**config.mk**
```make
export PLATFORM = sky130hd
export DESIGN_NAME = voice_allocator_steal_faintest
export DESIGN_NICKNAME = d
export VERILOG_FILES = /design/src/hw/rtl/vasf_pkg.sv /design/src/hw/rtl/vasf_front.sv /design/src/hw/rtl/vasf_back.sv /design/src/hw/rtl/voice_allocator_steal_faintest.sv
export SDC_FILE = /design/constraint.sdc
export NUM_CORES = 2
export LEC_CHECK = 0
export ABC_AREA = 1
export BUFFER_PORTS_ARGS = -buffer_cell sky130_fd_sc_hd__buf_4
export CAP_MARGIN = 20
export CORE_MARGIN = 2
export CORE_UTILIZATION = 50
export CTS_CLUSTER_SIZE = 40
export DETAILED_ROUTE_END_ITERATION = 6
export GPL_TIMING_DRIVEN = 0
export PLACE_DENSITY = 0.66
export RECOVER_POWER = 50
export SETUP_SLACK_MARGIN = 0.05
export SLEW_MARGIN = 30
export SYNTH_ARGS = -nofsm -noshare
export SYNTH_HDL_FRONTEND = slang
export SYNTH_SLANG_ARGS = --single-unit
```
**constraint.sdc**
```tcl
create_clock -name clk -period 15.8 [get_ports clk]
set_input_delay 4.74 -clock clk [delete_from_list [all_inputs] [get_ports clk]]
set_output_delay 4.74 -clock clk [all_outputs]
set_load 0.05 [all_outputs]
```
**src/hw/rtl/vasf_pkg.sv**
```systemverilog
// shared types and constants for the voice allocator
package vasf_pkg;

  localparam int SRC_W   = 8;
  localparam int LOUD_W  = 16;
  localparam int ACT_W   = 3;
  localparam int VOICE_W = 5;
  localparam int CFG_W   = 6;
  localparam int GROUP_SIZE = 8;

  localparam logic [LOUD_W-1:0] FULL_SCALE = 16'hFFFF;
  localparam logic [CFG_W-1:0]  VOICES_IN_USE_RESET = 6'd32;
  localparam logic [2:0]        ADDR_VOICES_IN_USE = 3'd0;

  typedef enum logic [ACT_W-1:0] {
    ACT_NONE     = 3'd0,
    ACT_RETIRED  = 3'd1,
    ACT_KEPT     = 3'd2,
    ACT_FREE     = 3'd3,
    ACT_STOLE    = 3'd4,
    ACT_REJECTED = 3'd5
  } action_t;

  typedef enum logic [1:0] {
    ST_IDLE,
    ST_SCAN,
    ST_APPLY
  } back_state_t;

  typedef struct packed {
    logic              in_range;
    logic [SRC_W-1:0]  src;
    logic [LOUD_W-1:0] loud;
  } item_t;

endpackage

```
**src/hw/rtl/vasf_front.sv**
```systemverilog
// front end: range check and a two-entry event queue
module vasf_front #(
  parameter int NUM_SOURCES = 256
) (
  input  logic                       clk,
  input  logic                       rst,
  input  logic                       in_valid,
  output logic                       in_stall,
  input  logic [vasf_pkg::SRC_W-1:0]  source_id,
  input  logic [vasf_pkg::LOUD_W-1:0] loudness,
  output logic                       q_valid,
  output vasf_pkg::item_t            q_item,
  input  logic                       q_pop
);
  import vasf_pkg::*;

  item_t      entry [2];
  logic       wr_ptr;
  logic       rd_ptr;
  logic [1:0] count;
  logic [1:0] count_next;
  logic       push;
  item_t      in_item;

  assign in_stall = (count == 2'd2);
  assign push     = in_valid && !in_stall;
  assign q_valid  = (count != 2'd0);
  assign q_item   = entry[rd_ptr];

  always_comb begin
    in_item.in_range = ({24'd0, source_id} < 32'(NUM_SOURCES));
    in_item.src      = source_id;
    in_item.loud     = loudness;
  end

  always_comb begin
    count_next = count;
    if (push && !(q_pop && q_valid)) begin
      count_next = count + 2'd1;
    end else if (!push && q_pop && q_valid) begin
      count_next = count - 2'd1;
    end
  end

  always_ff @(posedge clk) begin
    if (rst) begin
      wr_ptr <= 1'b0;
      rd_ptr <= 1'b0;
      count  <= 2'd0;
    end else begin
      count <= count_next;
      if (push) begin
        wr_ptr <= !wr_ptr;
      end
      if (q_pop && q_valid) begin
        rd_ptr <= !rd_ptr;
      end
    end
  end

  always_ff @(posedge clk) begin
    if (push) begin
      entry[wr_ptr] <= in_item;
    end
  end

endmodule

```
**src/hw/rtl/vasf_back.sv**
```systemverilog
// back end: voice table, free and faintest scans, allocation and result register
module vasf_back #(
  parameter int NUM_VOICES = 32
) (
  input  logic                        clk,
  input  logic                        rst,
  input  logic [vasf_pkg::CFG_W-1:0]   voices_in_use,
  input  logic                        q_valid,
  input  vasf_pkg::item_t             q_item,
  output logic                        q_pop,
  output logic                        out_valid,
  input  logic                        out_stall,
  output logic [vasf_pkg::ACT_W-1:0]   action,
  output logic [vasf_pkg::VOICE_W-1:0] voice,
  output logic [vasf_pkg::SRC_W-1:0]   evicted_source
);
  import vasf_pkg::*;

  localparam int VIDX_W     = (NUM_VOICES > 1) ? $clog2(NUM_VOICES) : 1;
  localparam int NUM_GROUPS = (NUM_VOICES + GROUP_SIZE - 1) / GROUP_SIZE;

  back_state_t state;
  back_state_t state_next;
  logic        fin;

  logic              owner_valid [NUM_VOICES];
  logic [SRC_W-1:0]  owner_id    [NUM_VOICES];
  logic [LOUD_W-1:0] voice_loud  [NUM_VOICES];

  item_t item;
  logic [CFG_W-1:0] n_active;

  logic [NUM_VOICES-1:0] match_vec;
  logic [VIDX_W-1:0]     match_idx;
  logic                  free_any;
  logic [VIDX_W-1:0]     free_idx;
  logic [LOUD_W-1:0]     gmin [NUM_GROUPS];
  logic [VIDX_W-1:0]     gidx [NUM_GROUPS];

  logic                  match_any_q;
  logic [VIDX_W-1:0]     match_idx_q;
  logic                  free_any_q;
  logic [VIDX_W-1:0]     free_idx_q;
  logic [LOUD_W-1:0]     gmin_q [NUM_GROUPS];
  logic [VIDX_W-1:0]     gidx_q [NUM_GROUPS];

  logic [LOUD_W-1:0] faint;
  logic [VIDX_W-1:0] pick;
  action_t           res_action;
  logic [VIDX_W-1:0] res_voice;
  logic [SRC_W-1:0]  res_evicted;
  logic              wr_en;
  logic [VIDX_W-1:0] wr_idx;
  logic              wr_valid;
  logic [LOUD_W-1:0] wr_loud;
  logic              out_valid_next;

  assign n_active = (voices_in_use > CFG_W'(NUM_VOICES)) ? CFG_W'(NUM_VOICES) : voices_in_use;

  always_comb begin
    state_next = state;
    case (state)
      ST_IDLE:  if (q_valid) begin
        state_next = ST_SCAN;
      end
      ST_SCAN:  state_next = ST_APPLY;
      ST_APPLY: if (fin) begin
        state_next = q_valid ? ST_SCAN : ST_IDLE;
      end
      default:  state_next = ST_IDLE;
    endcase
  end

  always_comb begin
    fin   = 1'b0;
    q_pop = 1'b0;
    case (state)
      ST_IDLE:  q_pop = q_valid;
      ST_SCAN:  q_pop = 1'b0;
      ST_APPLY: begin
        fin   = !out_valid || !out_stall;
        q_pop = fin && q_valid;
      end
      default:  q_pop = 1'b0;
    endcase
  end

  always_ff @(posedge clk) begin
    if (rst) begin
      state <= ST_IDLE;
    end else begin
      state <= state_next;
    end
  end

  always_ff @(posedge clk) begin
    if (q_pop) begin
      item <= q_item;
    end
  end

  // scan of the voice table
  always_comb begin
    int v;
    match_idx = '0;
    free_any  = 1'b0;
    free_idx  = '0;
    for (int i = 0; i < NUM_VOICES; i++) begin
      match_vec[i] = owner_valid[i] && (owner_id[i] == item.src);
      if (match_vec[i]) begin
        match_idx = match_idx | VIDX_W'(i);
      end
    end
    for (int i = NUM_VOICES - 1; i >= 0; i--) begin
      if ((CFG_W'(i) < n_active) && !owner_valid[i]) begin
        free_any = 1'b1;
        free_idx = VIDX_W'(i);
      end
    end
    for (int g = 0; g < NUM_GROUPS; g++) begin
      gmin[g] = FULL_SCALE;
      gidx[g] = '0;
      for (int k = 0; k < GROUP_SIZE; k++) begin
        v = g * GROUP_SIZE + k;
        if (v < NUM_VOICES) begin
          if ((CFG_W'(v) < n_active) && owner_valid[v] && (voice_loud[v] < gmin[g])) begin
            gmin[g] = voice_loud[v];
            gidx[g] = VIDX_W'(v);
          end
        end
      end
    end
  end

  always_ff @(posedge clk) begin
    if (state == ST_SCAN) begin
      match_any_q <= |match_vec;
      match_idx_q <= match_idx;
      free_any_q  <= free_any;
      free_idx_q  <= free_idx;
      for (int g = 0; g < NUM_GROUPS; g++) begin
        gmin_q[g] <= gmin[g];
        gidx_q[g] <= gidx[g];
      end
    end
  end

  // decision
  always_comb begin
    faint = FULL_SCALE;
    pick  = '0;
    for (int g = 0; g < NUM_GROUPS; g++) begin
      if (gmin_q[g] < faint) begin
        faint = gmin_q[g];
        pick  = gidx_q[g];
      end
    end
    res_action  = ACT_NONE;
    res_voice   = '0;
    res_evicted = '0;
    wr_en       = 1'b0;
    wr_idx      = '0;
    wr_valid    = 1'b0;
    wr_loud     = item.loud;
    if (item.in_range) begin
      if (item.loud == '0) begin
        if (match_any_q) begin
          res_action = ACT_RETIRED;
          res_voice  = match_idx_q;
          wr_en      = 1'b1;
          wr_idx     = match_idx_q;
        end
      end else if (match_any_q) begin
        res_action = ACT_KEPT;
        res_voice  = match_idx_q;
        wr_en      = 1'b1;
        wr_idx     = match_idx_q;
        wr_valid   = 1'b1;
      end else if (free_any_q) begin
        res_action = ACT_FREE;
        res_voice  = free_idx_q;
        wr_en      = 1'b1;
        wr_idx     = free_idx_q;
        wr_valid   = 1'b1;
      end else if ((n_active != '0) && (faint < item.loud)) begin
        res_action  = ACT_STOLE;
        res_voice   = pick;
        res_evicted = owner_id[pick];
        wr_en       = 1'b1;
        wr_idx      = pick;
        wr_valid    = 1'b1;
      end else begin
        res_action = ACT_REJECTED;
      end
    end
  end

  always_ff @(posedge clk) begin
    if (rst) begin
      for (int i = 0; i < NUM_VOICES; i++) begin
        owner_valid[i] <= 1'b0;
      end
    end else if (fin && wr_en) begin
      owner_valid[wr_idx] <= wr_valid;
    end
  end

  always_ff @(posedge clk) begin
    if (fin && wr_en) begin
      owner_id[wr_idx]   <= item.src;
      voice_loud[wr_idx] <= wr_loud;
    end
  end

  assign out_valid_next = fin || (out_valid && out_stall);

  always_ff @(posedge clk) begin
    if (rst) begin
      out_valid <= 1'b0;
    end else begin
      out_valid <= out_valid_next;
    end
  end

  always_ff @(posedge clk) begin
    if (fin) begin
      action         <= res_action;
      voice          <= VOICE_W'(res_voice);
      evicted_source <= res_evicted;
    end
  end

  a_one_owner: assert property (@(posedge clk) disable iff (rst)
    $countones(match_vec) <= 1)
    else $error("source holds more than one voice");

  a_hold_result: assert property (@(posedge clk) disable iff (rst)
    (state == ST_APPLY && out_valid && out_stall) |=> state == ST_APPLY)
    else $error("result overwritten while stalled");

  a_fin_shows: assert property (@(posedge clk) disable iff (rst)
    fin |=> out_valid)
    else $error("finished transaction not presented");

  a_free_active: assert property (@(posedge clk) disable iff (rst)
    (state == ST_APPLY && free_any_q) |-> (CFG_W'(free_idx_q) < n_active))
    else $error("free voice outside active pool");

endmodule

```
**src/hw/rtl/voice_allocator_steal_faintest.sv**
```systemverilog
// top level: config register, event front end and allocation back end
// an accepted event passes through the queue, the item register, the scan registers
// and the result register; the back end spends a scan state and an apply state
// on the voice table for each event, and the apply state waits while a result is stalled
// reset: synchronous, clears all voice occupancy at once, voices_in_use to 32,
// no clearing pass, so input is accepted as soon as reset is released
module voice_allocator_steal_faintest #(
  parameter int NUM_SOURCES = 256,
  parameter int NUM_VOICES  = 32
) (
  input  logic                        clk,
  input  logic                        rst,
  input  logic                        in_valid,
  output logic                        in_stall,
  input  logic [vasf_pkg::SRC_W-1:0]   source_id,
  input  logic [vasf_pkg::LOUD_W-1:0]  loudness,
  output logic                        out_valid,
  input  logic                        out_stall,
  output logic [vasf_pkg::ACT_W-1:0]   action,
  output logic [vasf_pkg::VOICE_W-1:0] voice,
  output logic [vasf_pkg::SRC_W-1:0]   evicted_source,
  input  logic                        psel,
  input  logic                        penable,
  input  logic                        pwrite,
  input  logic [2:0]                  paddr,
  input  logic [31:0]                 pwdata,
  output logic [31:0]                 prdata,
  output logic                        pready
);
  import vasf_pkg::*;

  logic [CFG_W-1:0] voices_in_use;
  logic             q_valid;
  item_t            q_item;
  logic             q_pop;

  assign pready = 1'b1;
  assign prdata = (paddr == ADDR_VOICES_IN_USE) ? {26'd0, voices_in_use} : 32'd0;

  always_ff @(posedge clk) begin
    if (rst) begin
      voices_in_use <= VOICES_IN_USE_RESET;
    end else if (psel && penable && pwrite && pready && (paddr == ADDR_VOICES_IN_USE)) begin
      voices_in_use <= pwdata[CFG_W-1:0];
    end
  end

  vasf_front #(
    .NUM_SOURCES(NUM_SOURCES)
  ) u_front (
    .clk       (clk),
    .rst       (rst),
    .in_valid  (in_valid),
    .in_stall  (in_stall),
    .source_id (source_id),
    .loudness  (loudness),
    .q_valid   (q_valid),
    .q_item    (q_item),
    .q_pop     (q_pop)
  );

  vasf_back #(
    .NUM_VOICES(NUM_VOICES)
  ) u_back (
    .clk            (clk),
    .rst            (rst),
    .voices_in_use  (voices_in_use),
    .q_valid        (q_valid),
    .q_item         (q_item),
    .q_pop          (q_pop),
    .out_valid      (out_valid),
    .out_stall      (out_stall),
    .action         (action),
    .voice          (voice),
    .evicted_source (evicted_source)
  );

endmodule
```
==> impl_metrics.toml <==
[yosys]
yosys.cell_types.count = 69
post_synth.cell_area_avg_um2 = 9.60
share_of_yosys_cell_area_claimed_by_the_top_area_cell_type_pct = 52.5
post_synth_inst_count = 5833
postSynth.asyncResetShare_pct = 0
syn_area_um2 = 56000
synth_area_leader_cell = "sky130_fd_sc_hd__edfxtp_1"
synthFlopType = "sky130_fd_sc_hd__edfxtp_1"
synth-seq-cells = 992
netlist_top_cells_area = "sky130_fd_sc_hd__edfxtp_1 (52%), sky130_fd_sc_hd__ha_1 (10%), sky130_fd_sc_hd__nand2_1 (9.2%), sky130_fd_sc_hd__o21ai_0 (5.4%), sky130_fd_sc_hd__inv_1 (3.4%)"
seq_area_frac_synth_pct = 52.9
ys.warnings.count = 0
synth-edff-count = 979

[floorplan]
floorplan.io_pins = 117
rows = 122
core_um2 = 111000
fp.dieW_um = 339
die_outline_area_um2 = 115000
floorplan.initialDensity_pct = 50.5
dieHeight_um = 339

[setup_path]
critical_path.startpoint = "voices_in_use[4]"
timing.critical_path.fanout_max = 14
timing_worst_setup_path_type = "reg -> reg"
worst-endpoint-arrival_ps = 15400
regToRegStartpoint = "voices_in_use[4]"
cp.required_ps = 16300
timing.critical_path.max_delay_family = "compound AO/OA/AOI/OAI gates"
critical-path-slowest-cell = "sky130_fd_sc_hd__a2111o_1"
crit_end_element = "register"
cpPeakStageDelay_ps = 470
worst_setup_path_start_kind = "register"
cp_buf_inv_count = 19

[sta]
slew-limit-headroom_pct = -4.94
fin_crit_sh_pct = 94.3
rsz_0062_raised_after_global_routing = "yes"
clock_skew_ps = 41.4
setup_viol_count_final = 0
slew_viol_final = 11
min_period_ps = 14900
clock.fmax_mhz = 67.1
worst_hold_slack_ps = 454
setup-tns-final_ps = 0
worst_pin_slew_ps = 1570
final-hold-violation-count = 0

[detailed_routing]
total_via_count_in_the_routed_design = 46600
drt_first_pass_iters = 7
remaining_drc_errors = 5
drt_iter0_markers = 6110
via_cell_ratio = 6.03
drt_wl_total_mm = 207
wl_per_cell_um = 26.8
postRouteAntennaNets = 0

[clocking]
cts_tree = "done"
worst_skew_pair.late_latency_ps = 730
clkSinkCount = 992
ctsLongestPathBuffers = 3
cts.clk_slew.worst_paths_ps = 60
number_of_clock_buffers_inserted_by_tritoncts = 110
root_buffer = "sky130_fd_sc_hd__clkbuf_16"
post_cts_hold_buffer_count = 0
ctsHtreeMaxLevel = 3

[worst_hold_path]
timing.hold.worst.class = "reg -> reg"
timing.hold.worst.start = "u_back.state[0]"

[power_and_ir_drop]
report.power.total_uw = 11700
power.density_cell_area_nw_per_um2 = 184
total_leakage_power_uw = 0.0257
vdd.ir_drop.worst_v = 0.000165

[global_routing]
grt_remaining_overflow = 0
gr_usage_total_pct = 35.2
number_of_global_route_vias_before_repair = 43100
grt_pass1_wl_mm = 293
pin_count_of_the_biggest_net_entering_global_routing = 27
grt_antenna_before_repair = 16

[status]
status = "finished, violations left"
violations = "DRC, capacitance limit, slew limit"

[layout]
final.fill_count = 9609
drive_gt1_share_pct = 9.22
areaGrowthSynthToFinish_pct = 13.0
final_cell_count_no_fill = 7732
finalNetCount = 6655
post-route-util_pct = 57.0

[placement]
placed_cells = 7495
dp_hpwl_mm = 161
numPortBuffers = 62
place_congestion = 1.05

[flow_run]
max-cap-violations = 1
## what timing repair did
| action | CTS | global route |
|---|---|---|
| pin swaps | 2 | 11 |
| endpoints found under the setup margin | 79 | 79 |
| buffers inserted | 5 | 18 |
| resized for setup | 59 | 132 |
## where the power goes
group / total, uW / leakage (uW) / internal (uW) / switching [uW]
sequential: 3560 / 0.00899 / 3400 / 154
combinational: 5450 / 0.0150 / 1160 / 4280
clock: 2650 / 0.00179 / 1520 / 1130
total: 11700 / 0.0257 / 6080 / 5570
## metal layers
layer | routed length, um | up-vias | global-route usage, %
met5 | 139 | - | 0
met1 | 89500 | 22200 | 51.8
met4 | 8110 | 16 | 12.6
met3 | 25800 | 432 | 9.90
met2 | 83500 | 2733 | 49.4
li1 | - | 21200 | -
## path summary, 6_finish.rpt
kind | end | depth (start not counted) | slack [ps]
min reg2reg | u_back.state[1] | 1 | 450
max reg2reg | u_back.gmin_q[2][0] | 76 | 900
min | u_back.state[1] | 1 | 450
max | u_back.gmin_q[2][0] | 76 | 900
## placed cells by master, fill, tap and decap left out, types with 17 or more instances in the layout
| cell | count |
|---|---|
| sky130_fd_sc_hd__buf_4 | 97 |
| sky130_fd_sc_hd__a211oi_1 | 62 |
| sky130_fd_sc_hd__nor3_1 | 38 |
| sky130_fd_sc_hd__a2111oi_0 | 17 |
| sky130_fd_sc_hd__xnor2_1 | 22 |
| sky130_fd_sc_hd__nor4_1 | 42 |
| sky130_fd_sc_hd__clkinv_2 | 23 |
| sky130_fd_sc_hd__buf_2 | 23 |
| sky130_fd_sc_hd__inv_2 | 29 |
| sky130_fd_sc_hd__clkbuf_4 | 22 |
| sky130_fd_sc_hd__nand2_1 | 1369 |
| sky130_fd_sc_hd__o21ai_0 | 540 |
| sky130_fd_sc_hd__o21ai_2 | 17 |
| sky130_fd_sc_hd__clkinv_1 | 26 |
| sky130_fd_sc_hd__clkbuf_1 | 202 |
| sky130_fd_sc_hd__buf_6 | 17 |
| sky130_fd_sc_hd__clkbuf_16 | 112 |
| sky130_fd_sc_hd__edfxtp_1 | 979 |
| sky130_fd_sc_hd__mux2_2 | 19 |
| sky130_fd_sc_hd__o2111ai_1 | 17 |
| sky130_fd_sc_hd__nand3b_1 | 23 |
| sky130_fd_sc_hd__nand3_1 | 253 |
| sky130_fd_sc_hd__nand2_2 | 42 |
| sky130_fd_sc_hd__conb_1 | 27 |
| sky130_fd_sc_hd__nor2_1 | 484 |
| sky130_fd_sc_hd__ha_1 | 447 |
| sky130_fd_sc_hd__or2_2 | 18 |
| sky130_fd_sc_hd__inv_1 | 472 |
| sky130_fd_sc_hd__o221ai_1 | 47 |
| sky130_fd_sc_hd__a21oi_1 | 238 |
| sky130_fd_sc_hd__o22ai_1 | 40 |
| sky130_fd_sc_hd__xor2_1 | 61 |
| sky130_fd_sc_hd__clkbuf_2 | 46 |
| sky130_fd_sc_hd__o21ai_1 | 51 |
| sky130_fd_sc_hd__nand4_1 | 77 |
## cell families after synthesis
logic type | after synthesis | share of synthesized area, %
and+or+nand+nor | 2410 | 18.2
AOI/OAI and AO/OA | 1135 | 11.7
other | 2 | 0.0134
muxes | 24 | 0.482
DFF | 992 | 52.9
adders and majority gates | 447 | 9.98
xor gates and xnor gates | 83 | 1.30
buffers and inverters | 740 | 5.43
## state kept, by name, indices dropped and copies added, names as in the netlist, 3 cells and up
name	flops
u_back.voice_loud	512
u_back.owner_id	256
u_back.gmin_q	64
u_front.entry	48
u_back.owner_valid	32
u_back.wr_loud	16
u_back.gidx_q	15
u_back.evicted_source	8
u_back.item	8
voices_in_use	6
u_back.free_idx_q	5
u_back.match_idx_q	5
u_back.voice	5
u_back.action	3
## synthesized netlist by cell type, drive strengths merged, types with 18 or more instances
cell / count
nand2: 1424
edfxtp: 979
o21ai: 611
inv: 504
nor2: 501
ha: 447
nand3: 259
a21oi: 238
clkbuf: 153
buf: 77
nand4: 77
a211oi: 63
xor2: 61
nor4: 51
o221ai: 47
o22ai: 40
nor3: 39
mux2: 24
nand3b: 23
xnor2: 22
a2111oi: 21
or2: 18
## final cells by class
cell class / instances / area, um^2 / area share [%]
sequential: 992 / 29700 / 46.9
antenna: 7 / 17.5 / 0.0277
clock inverter: 78 / 818 / 1.29
timing repair buffer: 173 / 1110 / 1.76
tap: 1488 / 1860 / 2.94
inverter: 510 / 1920 / 3.04
buffer: 229 / 1210 / 1.91
clock buffer: 129 / 2870 / 4.53
multi-input combinational: 4126 / 23800 / 37.6
## per-stage QoR
step,setup WS (ps),cell area [um^2]
final,903,63300
after global routing,18.0,63300
after CTS,73.5,63800
after detailed placement,-2940,59900
after global placement,-2930,58400
after floorplan,2370,56100
(Power assumes the default switching activity.)
